[src/rtl/core/mte_pkg.sv]
// mte_pkg: shared widths, constants, codes and structs of the multiturn encoder tracker
// depends on nothing; every other file refers to it by scoped names
`timescale 1ns / 1ps

package mte_pkg;

  localparam int ANG_W   = 12;
  localparam int RAW_W   = 16;
  localparam int POS_W   = 28;
  localparam int DELTA_W = ANG_W + 1;
  localparam int MIX_W   = 32;
  localparam int PROD_W  = 2 * MIX_W;

  // one turn is 2**ANG_W counts; jumps beyond WRAP_LIMIT count as a wrap
  localparam int WRAP_LIMIT = 4076;

  // signed divide by ten: high part of n * RECIP10, shifted, plus one when n < 0
  localparam logic signed [MIX_W-1:0] RECIP10 = 32'sh66666667;
  localparam int RECIP_SHIFT = 34;

  localparam int CFG_DW = 32;
  localparam int CFG_AW = 3;

  // action codes
  localparam logic ACT_READ = 1'b0;
  localparam logic ACT_HOME = 1'b1;

  // register indexes (byte address bit 2)
  localparam logic REG_REVERSE   = 1'b0;
  localparam logic REG_REFERENCE = 1'b1;

  typedef enum logic [1:0] {
    KIND_READ   = 2'd0,
    KIND_HOME   = 2'd1,
    KIND_REJECT = 2'd2
  } kind_t;

  typedef struct packed {
    logic             reverse;
    logic [ANG_W-1:0] reference;
  } cfg_t;

  typedef struct packed {
    logic             action;
    logic [RAW_W-1:0] raw_word;
    logic             bus_error;
  } in_item_t;

  typedef struct packed {
    kind_t                   kind;
    logic signed [POS_W-1:0] pos;
    logic                    err;
  } trk_res_t;

endpackage

[src/rtl/core/mte_if.sv]
// mte_if: valid/ready channel interfaces for sensor items and tracker results
// depends on mte_pkg for field widths
`timescale 1ns / 1ps

interface mte_in_if;
  logic                        valid;
  logic                        ready;
  logic                        action;
  logic [mte_pkg::RAW_W-1:0]   raw_word;
  logic                        bus_error;

  modport source (output valid, output action, output raw_word, output bus_error,
                  input ready);
  modport sink   (input valid, input action, input raw_word, input bus_error,
                  output ready);
endinterface

interface mte_out_if;
  logic                               valid;
  logic                               ready;
  logic                               accepted;
  logic signed [mte_pkg::POS_W-1:0]   position;
  logic signed [mte_pkg::POS_W-1:0]   filtered_position;
  logic                               error_flag;

  modport source (output valid, output accepted, output position,
                  output filtered_position, output error_flag, input ready);
  modport sink   (input valid, input accepted, input position,
                  input filtered_position, input error_flag, output ready);
endinterface

[src/rtl/core/mte_cfg.sv]
// mte_cfg: apb-style register file holding direction and reference angle
// depends on mte_pkg for cfg_t and register indexes
`timescale 1ns / 1ps

module mte_cfg (
  input  logic                          clk,
  input  logic                          rst_n,
  input  logic                          psel,
  input  logic                          penable,
  input  logic                          pwrite,
  input  logic [mte_pkg::CFG_AW-1:0]    paddr,
  input  logic [mte_pkg::CFG_DW-1:0]    pwdata,
  output logic [mte_pkg::CFG_DW-1:0]    prdata,
  output logic                          pready,
  output mte_pkg::cfg_t                 cfg
);

  mte_pkg::cfg_t cfg_r;
  logic          wr_en;

  assign pready = 1'b1;
  assign wr_en  = psel && penable && pwrite;
  assign cfg    = cfg_r;

  always_ff @(posedge clk) begin
    if (!rst_n) begin
      cfg_r <= '0;
    end else if (wr_en) begin
      unique case (paddr[2])
        mte_pkg::REG_REVERSE:   cfg_r.reverse   <= pwdata[0];
        mte_pkg::REG_REFERENCE: cfg_r.reference <= pwdata[mte_pkg::ANG_W-1:0];
        default: ;
      endcase
    end
  end

  always_comb begin
    unique case (paddr[2])
      mte_pkg::REG_REVERSE:   prdata = {{(mte_pkg::CFG_DW-1){1'b0}}, cfg_r.reverse};
      mte_pkg::REG_REFERENCE: prdata = {{(mte_pkg::CFG_DW-mte_pkg::ANG_W){1'b0}},
                                        cfg_r.reference};
      default:                prdata = '0;
    endcase
  end

endmodule

[src/rtl/core/mte_track.sv]
// mte_track: angle unwrap stage; holds stored angle, previous angle, turns, error flag
// depends on mte_pkg for cfg_t, in_item_t, trk_res_t and constants
`timescale 1ns / 1ps

module mte_track #(
  parameter int TURN_BITS = 16
) (
  input  logic                 clk,
  input  logic                 rst_n,
  input  mte_pkg::cfg_t        cfg,
  input  mte_pkg::in_item_t    item,
  input  logic                 adv,
  output mte_pkg::trk_res_t    res
);

  localparam int ANG_W   = mte_pkg::ANG_W;
  localparam int POS_W   = mte_pkg::POS_W;
  localparam int DELTA_W = mte_pkg::DELTA_W;
  localparam logic signed [DELTA_W-1:0] LIM_P = DELTA_W'(mte_pkg::WRAP_LIMIT);
  localparam logic signed [DELTA_W-1:0] LIM_N = -LIM_P;

  logic [ANG_W-1:0]     stored_r, stored_nxt;
  logic [ANG_W-1:0]     prev_r, prev_nxt;
  logic [TURN_BITS-1:0] turn_r, turn_nxt;
  logic                 err_r, err_nxt;

  logic [ANG_W-1:0]          value;
  logic [ANG_W-1:0]          new_ang;
  logic signed [DELTA_W-1:0] delta;
  logic                      bad;
  logic [POS_W-1:0]          turn_ext;

  always_comb begin
    value    = cfg.reverse ? ~item.raw_word[ANG_W-1:0] : item.raw_word[ANG_W-1:0];
    bad      = item.bus_error || (item.raw_word[mte_pkg::RAW_W-1:ANG_W] != '0);
    new_ang  = value - cfg.reference;
    delta    = $signed({1'b0, new_ang}) - $signed({1'b0, prev_r});

    stored_nxt = stored_r;
    prev_nxt   = prev_r;
    turn_nxt   = turn_r;
    err_nxt    = err_r;
    res.kind   = mte_pkg::KIND_READ;

    if (item.action == mte_pkg::ACT_HOME) begin
      res.kind = mte_pkg::KIND_HOME;
      turn_nxt = '0;
      prev_nxt = stored_r - cfg.reference;
    end else if (bad) begin
      res.kind = mte_pkg::KIND_REJECT;
      err_nxt  = 1'b1;
    end else begin
      stored_nxt = value;
      err_nxt    = 1'b0;
      prev_nxt   = new_ang;
      if (delta > LIM_P) begin
        turn_nxt = turn_r - TURN_BITS'(1);
      end else if (delta < LIM_N) begin
        turn_nxt = turn_r + TURN_BITS'(1);
      end
    end

    // turns sign-extended, then shifted up by one turn
    turn_ext = {{(POS_W-TURN_BITS){turn_nxt[TURN_BITS-1]}}, turn_nxt};
    res.pos  = $signed({turn_ext[POS_W-ANG_W-1:0], prev_nxt});
    res.err  = err_nxt;
  end

  always_ff @(posedge clk) begin
    if (!rst_n) begin
      stored_r <= '0;
      prev_r   <= '0;
      turn_r   <= '0;
      err_r    <= 1'b0;
    end else if (adv) begin
      stored_r <= stored_nxt;
      prev_r   <= prev_nxt;
      turn_r   <= turn_nxt;
      err_r    <= err_nxt;
    end
  end

endmodule

[src/rtl/core/mte_filter.sv]
// mte_filter: iir stage (8*pos + 2*acc) / 10 toward zero, holds the filter accumulator
// depends on mte_pkg for trk_res_t, reciprocal constant and widths
`timescale 1ns / 1ps

module mte_filter (
  input  logic                              clk,
  input  logic                              rst_n,
  input  mte_pkg::trk_res_t                 res,
  input  logic                              adv,
  output logic signed [mte_pkg::POS_W-1:0]  filt
);

  localparam int POS_W  = mte_pkg::POS_W;
  localparam int MIX_W  = mte_pkg::MIX_W;
  localparam int PROD_W = mte_pkg::PROD_W;
  localparam int SH     = mte_pkg::RECIP_SHIFT;

  logic signed [POS_W-1:0]  acc_r;
  logic signed [MIX_W-1:0]  pos_x, acc_x, mix;
  logic signed [PROD_W-1:0] prod;
  logic [POS_W-1:0]         quot;

  always_comb begin
    pos_x = MIX_W'(res.pos);
    acc_x = MIX_W'(acc_r);
    mix   = (pos_x <<< 3) + (acc_x <<< 1);
    prod  = PROD_W'(mix) * PROD_W'(mte_pkg::RECIP10);
    // floor of the product, bumped by one for negative sums gives truncation
    quot  = prod[SH+POS_W-1:SH] + POS_W'(mix[MIX_W-1]);

    case (res.kind)
      mte_pkg::KIND_HOME:   filt = res.pos;
      mte_pkg::KIND_REJECT: filt = acc_r;
      mte_pkg::KIND_READ:   filt = $signed(quot);
      default:              filt = acc_r;
    endcase
  end

  always_ff @(posedge clk) begin
    if (!rst_n) begin
      acc_r <= '0;
    end else if (adv) begin
      acc_r <= filt;
    end
  end

endmodule

[src/rtl/core/multiturn_encoder_tracker.sv]
// multiturn_encoder_tracker: top level; input register, unwrap stage, filter stage,
// output register and apb-style configuration; depends on mte_pkg, mte_if,
// mte_cfg, mte_track and mte_filter
//
//   port group | direction | handshake          | contents
//   in_ch      | sink      | valid / ready      | action, raw_word, bus_error
//   out_ch     | source    | valid / ready      | accepted, position, filtered_position,
//              |           |                    | error_flag
//   apb        | slave     | psel, penable      | reverse_direction @0x0, reference_angle @0x4
//
// one item per cycle sustained while out_ch.ready holds; an accepted item passes the input
// register (stage a), then the unwrap stage register (stage b), then the result register,
// from which it can leave
// the filter accumulator loop (one signed 32x32 reciprocal multiply) sets the clock path
// rst_n is synchronous, active low, and clears all tracker state, the filter and config
// a stalled output only blocks the stages behind it once they are full; empty
// stages keep taking items
`timescale 1ns / 1ps

module multiturn_encoder_tracker #(
  parameter int TURN_BITS = 16
) (
  input  logic                          clk,
  input  logic                          rst_n,
  mte_in_if.sink                        in_ch,
  mte_out_if.source                     out_ch,
  input  logic                          psel,
  input  logic                          penable,
  input  logic                          pwrite,
  input  logic [mte_pkg::CFG_AW-1:0]    paddr,
  input  logic [mte_pkg::CFG_DW-1:0]    pwdata,
  output logic [mte_pkg::CFG_DW-1:0]    prdata,
  output logic                          pready
);

  mte_pkg::cfg_t cfg;

  // stage a: raw item as accepted
  logic               a_valid_r;
  mte_pkg::in_item_t  a_item_r;
  mte_pkg::in_item_t  in_item;

  // stage b: unwrapped position and item kind
  logic               b_valid_r;
  mte_pkg::trk_res_t  b_res_r;
  mte_pkg::trk_res_t  trk_res;

  // output register
  logic                              out_valid_r;
  logic                              out_acc_r;
  logic signed [mte_pkg::POS_W-1:0]  out_pos_r;
  logic signed [mte_pkg::POS_W-1:0]  out_filt_r;
  logic                              out_err_r;
  logic signed [mte_pkg::POS_W-1:0]  filt;

  // stage enables: a stage moves when it is empty or the one after it moves
  logic en_out, en_b, en_a;
  logic adv_a, adv_b;

  assign en_out = !out_valid_r || out_ch.ready;
  assign en_b   = !b_valid_r || en_out;
  assign en_a   = !a_valid_r || en_b;
  assign adv_a  = a_valid_r && en_b;
  assign adv_b  = b_valid_r && en_out;

  assign in_ch.ready = en_a;

  assign in_item.action    = in_ch.action;
  assign in_item.raw_word  = in_ch.raw_word;
  assign in_item.bus_error = in_ch.bus_error;

  mte_cfg u_cfg (
    .clk     (clk),
    .rst_n   (rst_n),
    .psel    (psel),
    .penable (penable),
    .pwrite  (pwrite),
    .paddr   (paddr),
    .pwdata  (pwdata),
    .prdata  (prdata),
    .pready  (pready),
    .cfg     (cfg)
  );

  // unwrap state commits when the stage a item moves into stage b
  mte_track #(
    .TURN_BITS (TURN_BITS)
  ) u_track (
    .clk   (clk),
    .rst_n (rst_n),
    .cfg   (cfg),
    .item  (a_item_r),
    .adv   (adv_a),
    .res   (trk_res)
  );

  // filter accumulator commits when the stage b item moves into the output register
  mte_filter u_filter (
    .clk   (clk),
    .rst_n (rst_n),
    .res   (b_res_r),
    .adv   (adv_b),
    .filt  (filt)
  );

  // valid bits
  always_ff @(posedge clk) begin
    if (!rst_n) begin
      a_valid_r   <= 1'b0;
      b_valid_r   <= 1'b0;
      out_valid_r <= 1'b0;
    end else begin
      if (en_a)   a_valid_r   <= in_ch.valid;
      if (en_b)   b_valid_r   <= a_valid_r;
      if (en_out) out_valid_r <= b_valid_r;
    end
  end

  // payload registers, no reset needed
  always_ff @(posedge clk) begin
    if (en_a) begin
      a_item_r <= in_item;
    end
    if (en_b) begin
      b_res_r <= trk_res;
    end
    if (en_out) begin
      out_acc_r  <= (b_res_r.kind != mte_pkg::KIND_REJECT);
      out_pos_r  <= b_res_r.pos;
      out_filt_r <= filt;
      out_err_r  <= b_res_r.err;
    end
  end

  assign out_ch.valid             = out_valid_r;
  assign out_ch.accepted          = out_acc_r;
  assign out_ch.position          = out_pos_r;
  assign out_ch.filtered_position = out_filt_r;
  assign out_ch.error_flag        = out_err_r;

  // a rejected read always leaves the sticky error set
  a_reject_sets_err: assert property (@(posedge clk) disable iff (!rst_n)
    out_valid_r |-> (out_acc_r || out_err_r))
    else $error("rejected item without error flag");

  // with every stage full and the output stalled, no item may enter
  a_full_blocks_input: assert property (@(posedge clk) disable iff (!rst_n)
    (a_valid_r && b_valid_r && out_valid_r && !out_ch.ready) |-> !in_ch.ready)
    else $error("input taken while pipeline is full");

  // an item leaving stage b lands in the output register
  a_b_to_out: assert property (@(posedge clk) disable iff (!rst_n)
    adv_b |=> out_valid_r)
    else $error("stage b item lost");

  // a home result reports identical raw and filtered positions
  a_home_equal: assert property (@(posedge clk) disable iff (!rst_n)
    (adv_b && b_res_r.kind == mte_pkg::KIND_HOME) |=> (out_pos_r == out_filt_r))
    else $error("home result positions differ");

endmodule

[src/flat_wrapper.sv]
// flat-port wrapper written by rule: the top's interface ports become plain ports
module multiturn_encoder_tracker_flat 
#(
  parameter int TURN_BITS = 16
)
  (clk, rst_n, psel, penable, pwrite, paddr, pwdata, prdata, pready, in_ch_valid, in_ch_action, in_ch_raw_word, in_ch_bus_error, in_ch_ready, out_ch_valid, out_ch_accepted, out_ch_position, out_ch_filtered_position, out_ch_error_flag, out_ch_ready);
  mte_in_if in_ch_i ();
  mte_out_if out_ch_i ();
  input  logic clk;
  input  logic rst_n;
  input  logic psel;
  input  logic penable;
  input  logic pwrite;
  input  logic [mte_pkg::CFG_AW-1:0] paddr;
  input  logic [mte_pkg::CFG_DW-1:0] pwdata;
  output logic [mte_pkg::CFG_DW-1:0] prdata;
  output logic pready;
  input wire logic [$bits(in_ch_i.valid)-1:0] in_ch_valid;
  input wire logic [$bits(in_ch_i.action)-1:0] in_ch_action;
  input wire logic [$bits(in_ch_i.raw_word)-1:0] in_ch_raw_word;
  input wire logic [$bits(in_ch_i.bus_error)-1:0] in_ch_bus_error;
  output wire logic [$bits(in_ch_i.ready)-1:0] in_ch_ready;
  output wire logic [$bits(out_ch_i.valid)-1:0] out_ch_valid;
  output wire logic [$bits(out_ch_i.accepted)-1:0] out_ch_accepted;
  output wire logic [$bits(out_ch_i.position)-1:0] out_ch_position;
  output wire logic [$bits(out_ch_i.filtered_position)-1:0] out_ch_filtered_position;
  output wire logic [$bits(out_ch_i.error_flag)-1:0] out_ch_error_flag;
  input wire logic [$bits(out_ch_i.ready)-1:0] out_ch_ready;
  assign in_ch_i.valid = in_ch_valid;
  assign in_ch_i.action = in_ch_action;
  assign in_ch_i.raw_word = in_ch_raw_word;
  assign in_ch_i.bus_error = in_ch_bus_error;
  assign in_ch_ready = in_ch_i.ready;
  assign out_ch_valid = out_ch_i.valid;
  assign out_ch_accepted = out_ch_i.accepted;
  assign out_ch_position = out_ch_i.position;
  assign out_ch_filtered_position = out_ch_i.filtered_position;
  assign out_ch_error_flag = out_ch_i.error_flag;
  assign out_ch_i.ready = out_ch_ready;
  multiturn_encoder_tracker #(.TURN_BITS(TURN_BITS)) u_core (.clk(clk), .rst_n(rst_n), .in_ch(in_ch_i), .out_ch(out_ch_i), .psel(psel), .penable(penable), .pwrite(pwrite), .paddr(paddr), .pwdata(pwdata), .prdata(prdata), .pready(pready));
endmodule
[config.mk]
export PLATFORM = sky130hd
export DESIGN_NAME = multiturn_encoder_tracker_flat
export DESIGN_NICKNAME = d
export VERILOG_FILES = /design/src/rtl/core/mte_pkg.sv /design/src/rtl/core/mte_if.sv /design/src/rtl/core/mte_cfg.sv /design/src/rtl/core/mte_track.sv /design/src/rtl/core/mte_filter.sv /design/src/rtl/core/multiturn_encoder_tracker.sv /design/src/flat_wrapper.sv
export SDC_FILE = /design/constraint.sdc
export NUM_CORES = 2
export LEC_CHECK = 0
export ABC_CLOCK_PERIOD_IN_PS = 13500
export BUFFER_PORTS_ARGS = -buffer_cell sky130_fd_sc_hd__buf_2
export CORE_UTILIZATION = 30
export CTS_CLUSTER_DIAMETER = 30
export DETAILED_ROUTE_END_ITERATION = 7
export GPL_ROUTABILITY_DRIVEN = 0
export PLACE_DENSITY = 0.57
export SYNTH_ARGS = -nofsm -noshare
export SYNTH_HDL_FRONTEND = slang
export SYNTH_SLANG_ARGS = --single-unit
[constraint.sdc]
create_clock -name clk -period 13.5 [get_ports clk]
set_input_delay 2.025 -clock clk [delete_from_list [all_inputs] [get_ports clk]]
set_output_delay 2.025 -clock clk [all_outputs]
set_load 0.03 [all_outputs]
Word level (Yosys, flattened, before mapping)
Cells that the tools add are included.
{"block": "word_totals", "word_cells": 64, "output_inout_bits": 93, "inputBits": 60, "ff_bits": 192}
{"block": "classes", "mux": 12, "n_eq_ne": 2, "n_bitwise": 4, "n_lt_le_gt_ge": 2, "mul": 1, "n_reduce_logical": 16, "addsub": 7}
{"operator": "16-bit two-way mux", "count": 4}
{"operator": "32-bit one-hot mux with 2 select lines", "count": 1}
{"operator": "32-bit by 32-bit multiplier with 62-bit output (second input constant)", "count": 1}
{"operator": "28-bit one-hot mux with 2 select lines", "count": 1}
{"operator": "12-bit two-way mux", "count": 3}
{"operator": "31-bit by 29-bit adder with 32-bit output", "count": 1}
{"operator": "28-bit by 1-bit adder with 28-bit output", "count": 1}
{"operator": "12-bit subtractor", "count": 2}
{"operator": "16-bit by 1-bit adder with 16-bit output (second input constant)", "count": 1}
{"operator": "16-bit by 1-bit subtractor with 16-bit output (second input constant)", "count": 1}
{"operator": "13-bit greater-than comparator (second input constant)", "count": 1}
{"operator": "13-bit < comparator (second input constant)", "count": 1}
{"operator": "12-bit by 12-bit subtractor with 13-bit output", "count": 1}
{"operator": "12-bit NOT", "count": 1}
{"operator": "1-bit logical AND", "count": 4}
{"operator": "1-bit logical OR", "count": 4}
{"operator": "2-bit AND reduction", "count": 2}
{"operator": "4-bit nonzero test", "count": 1}
{"operator": "1-bit zero test", "count": 3}
{"operator": "1-bit NOT", "count": 3}
{"operator": "3-bit AND reduction", "count": 1}
{"operator": "2-bit by 1-bit == test with 1-bit output (second input constant)", "count": 1}
{"operator": "2-bit zero test", "count": 1}
{"operator": "1-bit two-way mux", "count": 2}
{"operator": "2 further kinds", "count": 2}

Longest topological paths before layout
{"block": "depth", "word_depth": 9, "depth_mapped": 48}

Modules after synthesis
From an unflattened synthesis, not the netlist that was laid out.
{"block": "hier_totals", "hier_cells": 3235, "area_unflattened_um2": 30699.4}
{"module": "mte_filter", "cells_per_inst": 2403, "instances": 1, "area_per_inst_um2": 22003.6}
{"module": "mte_track", "cells_per_inst": 616, "instances": 1, "area_per_inst_um2": 4549.4}
{"module": "multiturn_encoder_tracker", "cells_per_inst": 122, "instances": 1, "area_per_inst_um2": 3350.7}
{"module": "mte_cfg", "cells_per_inst": 94, "instances": 1, "area_per_inst_um2": 795.8}

Worst setup path after synthesis
No wires, ideal clock.
{"block": "synth_path", "path_type": "register to register", "start": "register u_core.b_res_r[1] in the netlist's numbering", "end": "register u_core.out_filt_r (netlist bit u_core.out_ch.filtered_position[27]) (data pin)", "synth_period_minus_slack_ns": 12.069, "t_arrival_ns": 11.810, "path_slack_ns": 1.431, "setup_ns": 0.259, "path_stages_with_launch": 39, "path_cell_list": "edfxtp_1 -> ha_1 -> inv_1 -> fa_1 -> nor2b_1 -> o31a_1 -> o311ai_0 -> a2111oi_1 -> o21ai_0 -> clkbuf_1 -> clkbuf_1 -> clkbuf_1 -> buf_1 -> ha_1 -> ha_1 -> inv_1 -> fa_1 -> fa_1 -> [... 3 more ...] -> fa_1 -> fa_1 -> ha_1 -> buf_6 -> a21oi_1 -> nor2b_1 -> o21a_1 -> or3_1 -> or3b_1 -> o21ai_0 -> xnor2_1 -> o2111ai_1 -> or3_4 -> nor4_4 -> xnor2_1 -> xnor2_1 -> nor2_1 -> o31a_1"}
{"block": "synth_via", "elab_chain_len": 4}
{"element": "start, declared", "line_no": "multiturn_encoder_tracker.sv:45", "rtl": "mte_pkg::trk_res_t b_res_r;"}
{"element": "start signal, assigned", "line_no": "multiturn_encoder_tracker.sv:125", "rtl": "b_res_r <= trk_res;"}
{"element": "31-bit by 29-bit adder with 32-bit output (*)", "line_no": "mte_filter.sv:26", "rtl": "mix = (pos_x <<< 3) + (acc_x <<< 1);"}
{"element": "32-bit by 32-bit multiplier with 62-bit output", "line_no": "mte_filter.sv:27", "rtl": "prod = PROD_W'(mix) * PROD_W'(mte_pkg::RECIP10);"}
{"element": "28-bit by 1-bit adder with 28-bit output (*)", "line_no": "mte_filter.sv:29", "rtl": "quot = prod[SH+POS_W-1:SH] + POS_W'(mix[MIX_W-1]);"}
{"element": "28-bit one-hot mux with 2 select lines (*)", "line_no": "mte_filter.sv:31", "rtl": "case (res.kind)"}
{"element": "via u_core.filt (one bit)", "line_no": "multiturn_encoder_tracker.sv:54", "rtl": "logic signed [mte_pkg::POS_W-1:0] filt;"}
{"element": "end signal, assigned", "line_no": "multiturn_encoder_tracker.sv:130", "rtl": "out_filt_r <= filt;"}
{"element": "end, declared", "line_no": "multiturn_encoder_tracker.sv:52", "rtl": "logic signed [mte_pkg::POS_W-1:0] out_filt_r;"}
Mark *: on every way through the listed nets, which the timed path passes. The rest lies on a longest branch.
A chain may end at the register's enable or synchronous reset.

Worst setup path after layout
{"block": "layout_path", "start": "register u_core.b_res_r[1] in the netlist's numbering", "end": "register u_core.out_filt_r (netlist bit u_core.out_ch.filtered_position[22]) (data pin)"}
Same word-level chain as after synthesis.

==> results.cfg <==
[outcome]
status = completed

[sta]
finClkSkew_ps = 21.2
drv_slew = 0
fmax_mhz = 82.8
relSlewSlack_pct = 27.0
min_period_ps = 12080
rsz0062_at_grt = false
hold_ws_ps = 437
setup_viol = 0
fin_crit_sh_pct = 89.5
finalSetupTns_ps = 0
worstMarginPinSlew_ps = 1090
hold_violations = 0

[cts]
cts_tree = built
holdBufCountCts = 0
postCtsSetupBuffers = 0
cts_buffer_depth = 2
clk_latency_ps = 460
post_cts_resized = 0
cts-root-buf = clkbuf_16
clkSinkCount = 192
htree_levels = 4
cts_buffers = 17
clk_pin_slew_worst_paths_ps = 70

[critical_path]
cp-start-kind = flop
cp_slowest_cell = fa_1
reg2reg_slack_ps = 1420
worstPathRequired_ps = 13760
end_kind = flop
critPathMaxFanout = 5
cp.arrival_ps = 12350
cpPeakStageDelay_ps = 550
worst-setup-path-type = reg2reg

[hold_path]
hold_path.class = reg2reg

[synth]
synthCells = 3126
synth-seq-cells = 192
async_flop_share_pct = 0
synth_top_cell_area_share_pct = 29.3
synth_edf_count = 107
synth.area.top_cells = fa_1, ha_1, edfxtp_1
yosys_warnings = 0
synth.yosys.seq_area_share_pct = 16.6
syn_avg_cell_area_um2 = 9.49
ys.flop_type = edfxtp_1
syn_area_mm2 = 0.0297
post-synth-top-area-cell = fa_1
post_synth_num_cell_types = 103

[routing]
drt_pass1_iterations = 5
vias = 21942
routed_wl_mm = 84.0
routed_via_density = 4.82
drc_errors = 0
ant_nets = 0
first_iter_violations = 1350
routedWlPerCell_um = 18.5

[die]
ios = 153
die_h_um = 317
rows = 114
core-area_mm2 = 0.0973
initial_core_util_pct = 30.5
die-area_mm2 = 0.100
die_width_um = 317

[cells_and_area]
num-fill-cells = 10102
antenna_cells = 0
final_net_count = 4105
drive_gt1_share_pct = 8.89
syn_to_final_growth_pct = 9.95
finalInstanceArea_mm2 = 0.0326

[placed_design]
dp_hpwl_mm = 70.4
dpl_cell_area_mm2 = 0.0320
portBuffers = 109

[global_route]
antenna_found_initial = 0
grt.total_usage_pct = 17.2
grt_start_max_net_pins = 64
gr-total-overflow = 0
grt_pass1_vias = 22642
grt_pass1_wl_mm = 131

[flow_run]
maxCapViolCount = 0
-- cell families (layout without fill, tap and decap cells) --
group / count (synthesis) / after routing / synth area share, %
compound gates: 550 / 550 / 11.7
other cells: 2 / 21 / 0.0253
simple gates: 650 / 650 / 10.7
xor+xnor: 200 / 200 / 5.90
mux: 41 / 41 / 1.43
buf+inv: 705 / 832 / 9.58
fa+ha+maj: 786 / 786 / 44.1
flops: 192 / 192 / 16.6
-- state kept, by name, summed over array words and instances (netlist names), 12 cells and up --
name / cells
u_core.a_item_r: 18
u_core.b_res_r: 31
u_core.out_ch.filtered_position: 28
u_core.out_ch.position: 28
u_core.u_cfg.cfg: 13
u_core.u_filter.acc_r: 28
u_core.u_track.prev_r: 12
u_core.u_track.stored_r: 12
u_core.u_track.turn_r: 16
-- metal layers --
metal  routed length [um]  GRT usage [%]  up-vias  part of all wire, %
met5                    0              0        -                    0
met4                 2520           5.36        0                  3.0
met1                36600           22.4    10821                   44
met3                 4890           3.07      112                  5.8
li1                     -              -    10429                    -
met2                40000           28.7      580                   48
-- cells in the mapped netlist (all sizes together), types with 15 or more instances --
library cell  number
o21ai            136
nor3              30
mux2i             31
o31ai             15
dfxtp             85
xor2              77
a211oi            18
nor2             181
nand4             21
edfxtp           107
or3               24
ha               352
o211ai            16
o21bai            17
clkbuf            69
a21o              57
fa               434
inv              595
a21boi            18
nand3             36
nand2b            24
and2              24
a31oi             18
nand2            220
nor2b             29
a21oi            177
xnor2            123
buf               40
-- stage by stage --
| step | cells | utilization (%) | setup slack, ps |
|---|---|---|---|
| after global routing | 4548 | 33.5 | 733 |
| after detailed placement | 4516 | 32.9 | 1480 |
| after floorplan | 3145 | - | 1430 |
| after global placement | 4516 | 32.9 | 1530 |
| final | 4548 | 33.5 | 1420 |
| after CTS | 4548 | 33.5 | 1410 |
-- area by class of cell --
cell class | instances | area, um^2 | share of cell area (%)
repair buffers | 205 | 1270 | 3.88
flip-flops and latches | 192 | 4910 | 15.1
clock buffers | 20 | 437 | 1.34
inverters | 595 | 2230 | 6.84
clock inverters | 12 | 154 | 0.472
multi-input cells | 2248 | 22000 | 67.5
well taps | 1276 | 1600 | 4.89
-- critical path, delay by kind of cell, from the launching register on --
family                   cells  cell delay [ps]
adder cells (fa/ha/maj)     13             5230
buffers and inverters       11             1030
AO/OA/AOI/OAI               10             2280
AND/OR/NAND/NOR             11             2210
flip-flops                   1              440
XOR/XNOR                     3              730
-- path summary, 6_finish.rpt --
kind                      from                                  end  cells after the start
min          u_core.b_res_r[0]             u_core.out_ch.error_flag                      0
max reg2reg  u_core.b_res_r[1]  u_core.out_ch.filtered_position[22]                     48
max          u_core.b_res_r[1]  u_core.out_ch.filtered_position[22]                     48
min reg2reg  u_core.b_res_r[0]             u_core.out_ch.error_flag                      0
-- layout by cell type (no fill, tap or decap), types with 19 or more instances in the layout --
master and instances:
ha_1 352, edfxtp_1 107, buf_4 96, nor2b_1 28, buf_2 109, mux2i_1 31
nand2_1 220, xnor2_1 121, fa_1 434, nand4_1 19, nor3_1 29, nor2_1 180
nand3_1 34, a21oi_1 177, inv_1 593, nand2b_1 24, conb_1 21, and2_1 24
dfxtp_1 85, a21o_1 56, or3_1 23, xor2_1 76, o21ai_0 128
Power is not shown: default switching activity piles up to over one toggle a cycle in this logic, so the estimate is an artifact.
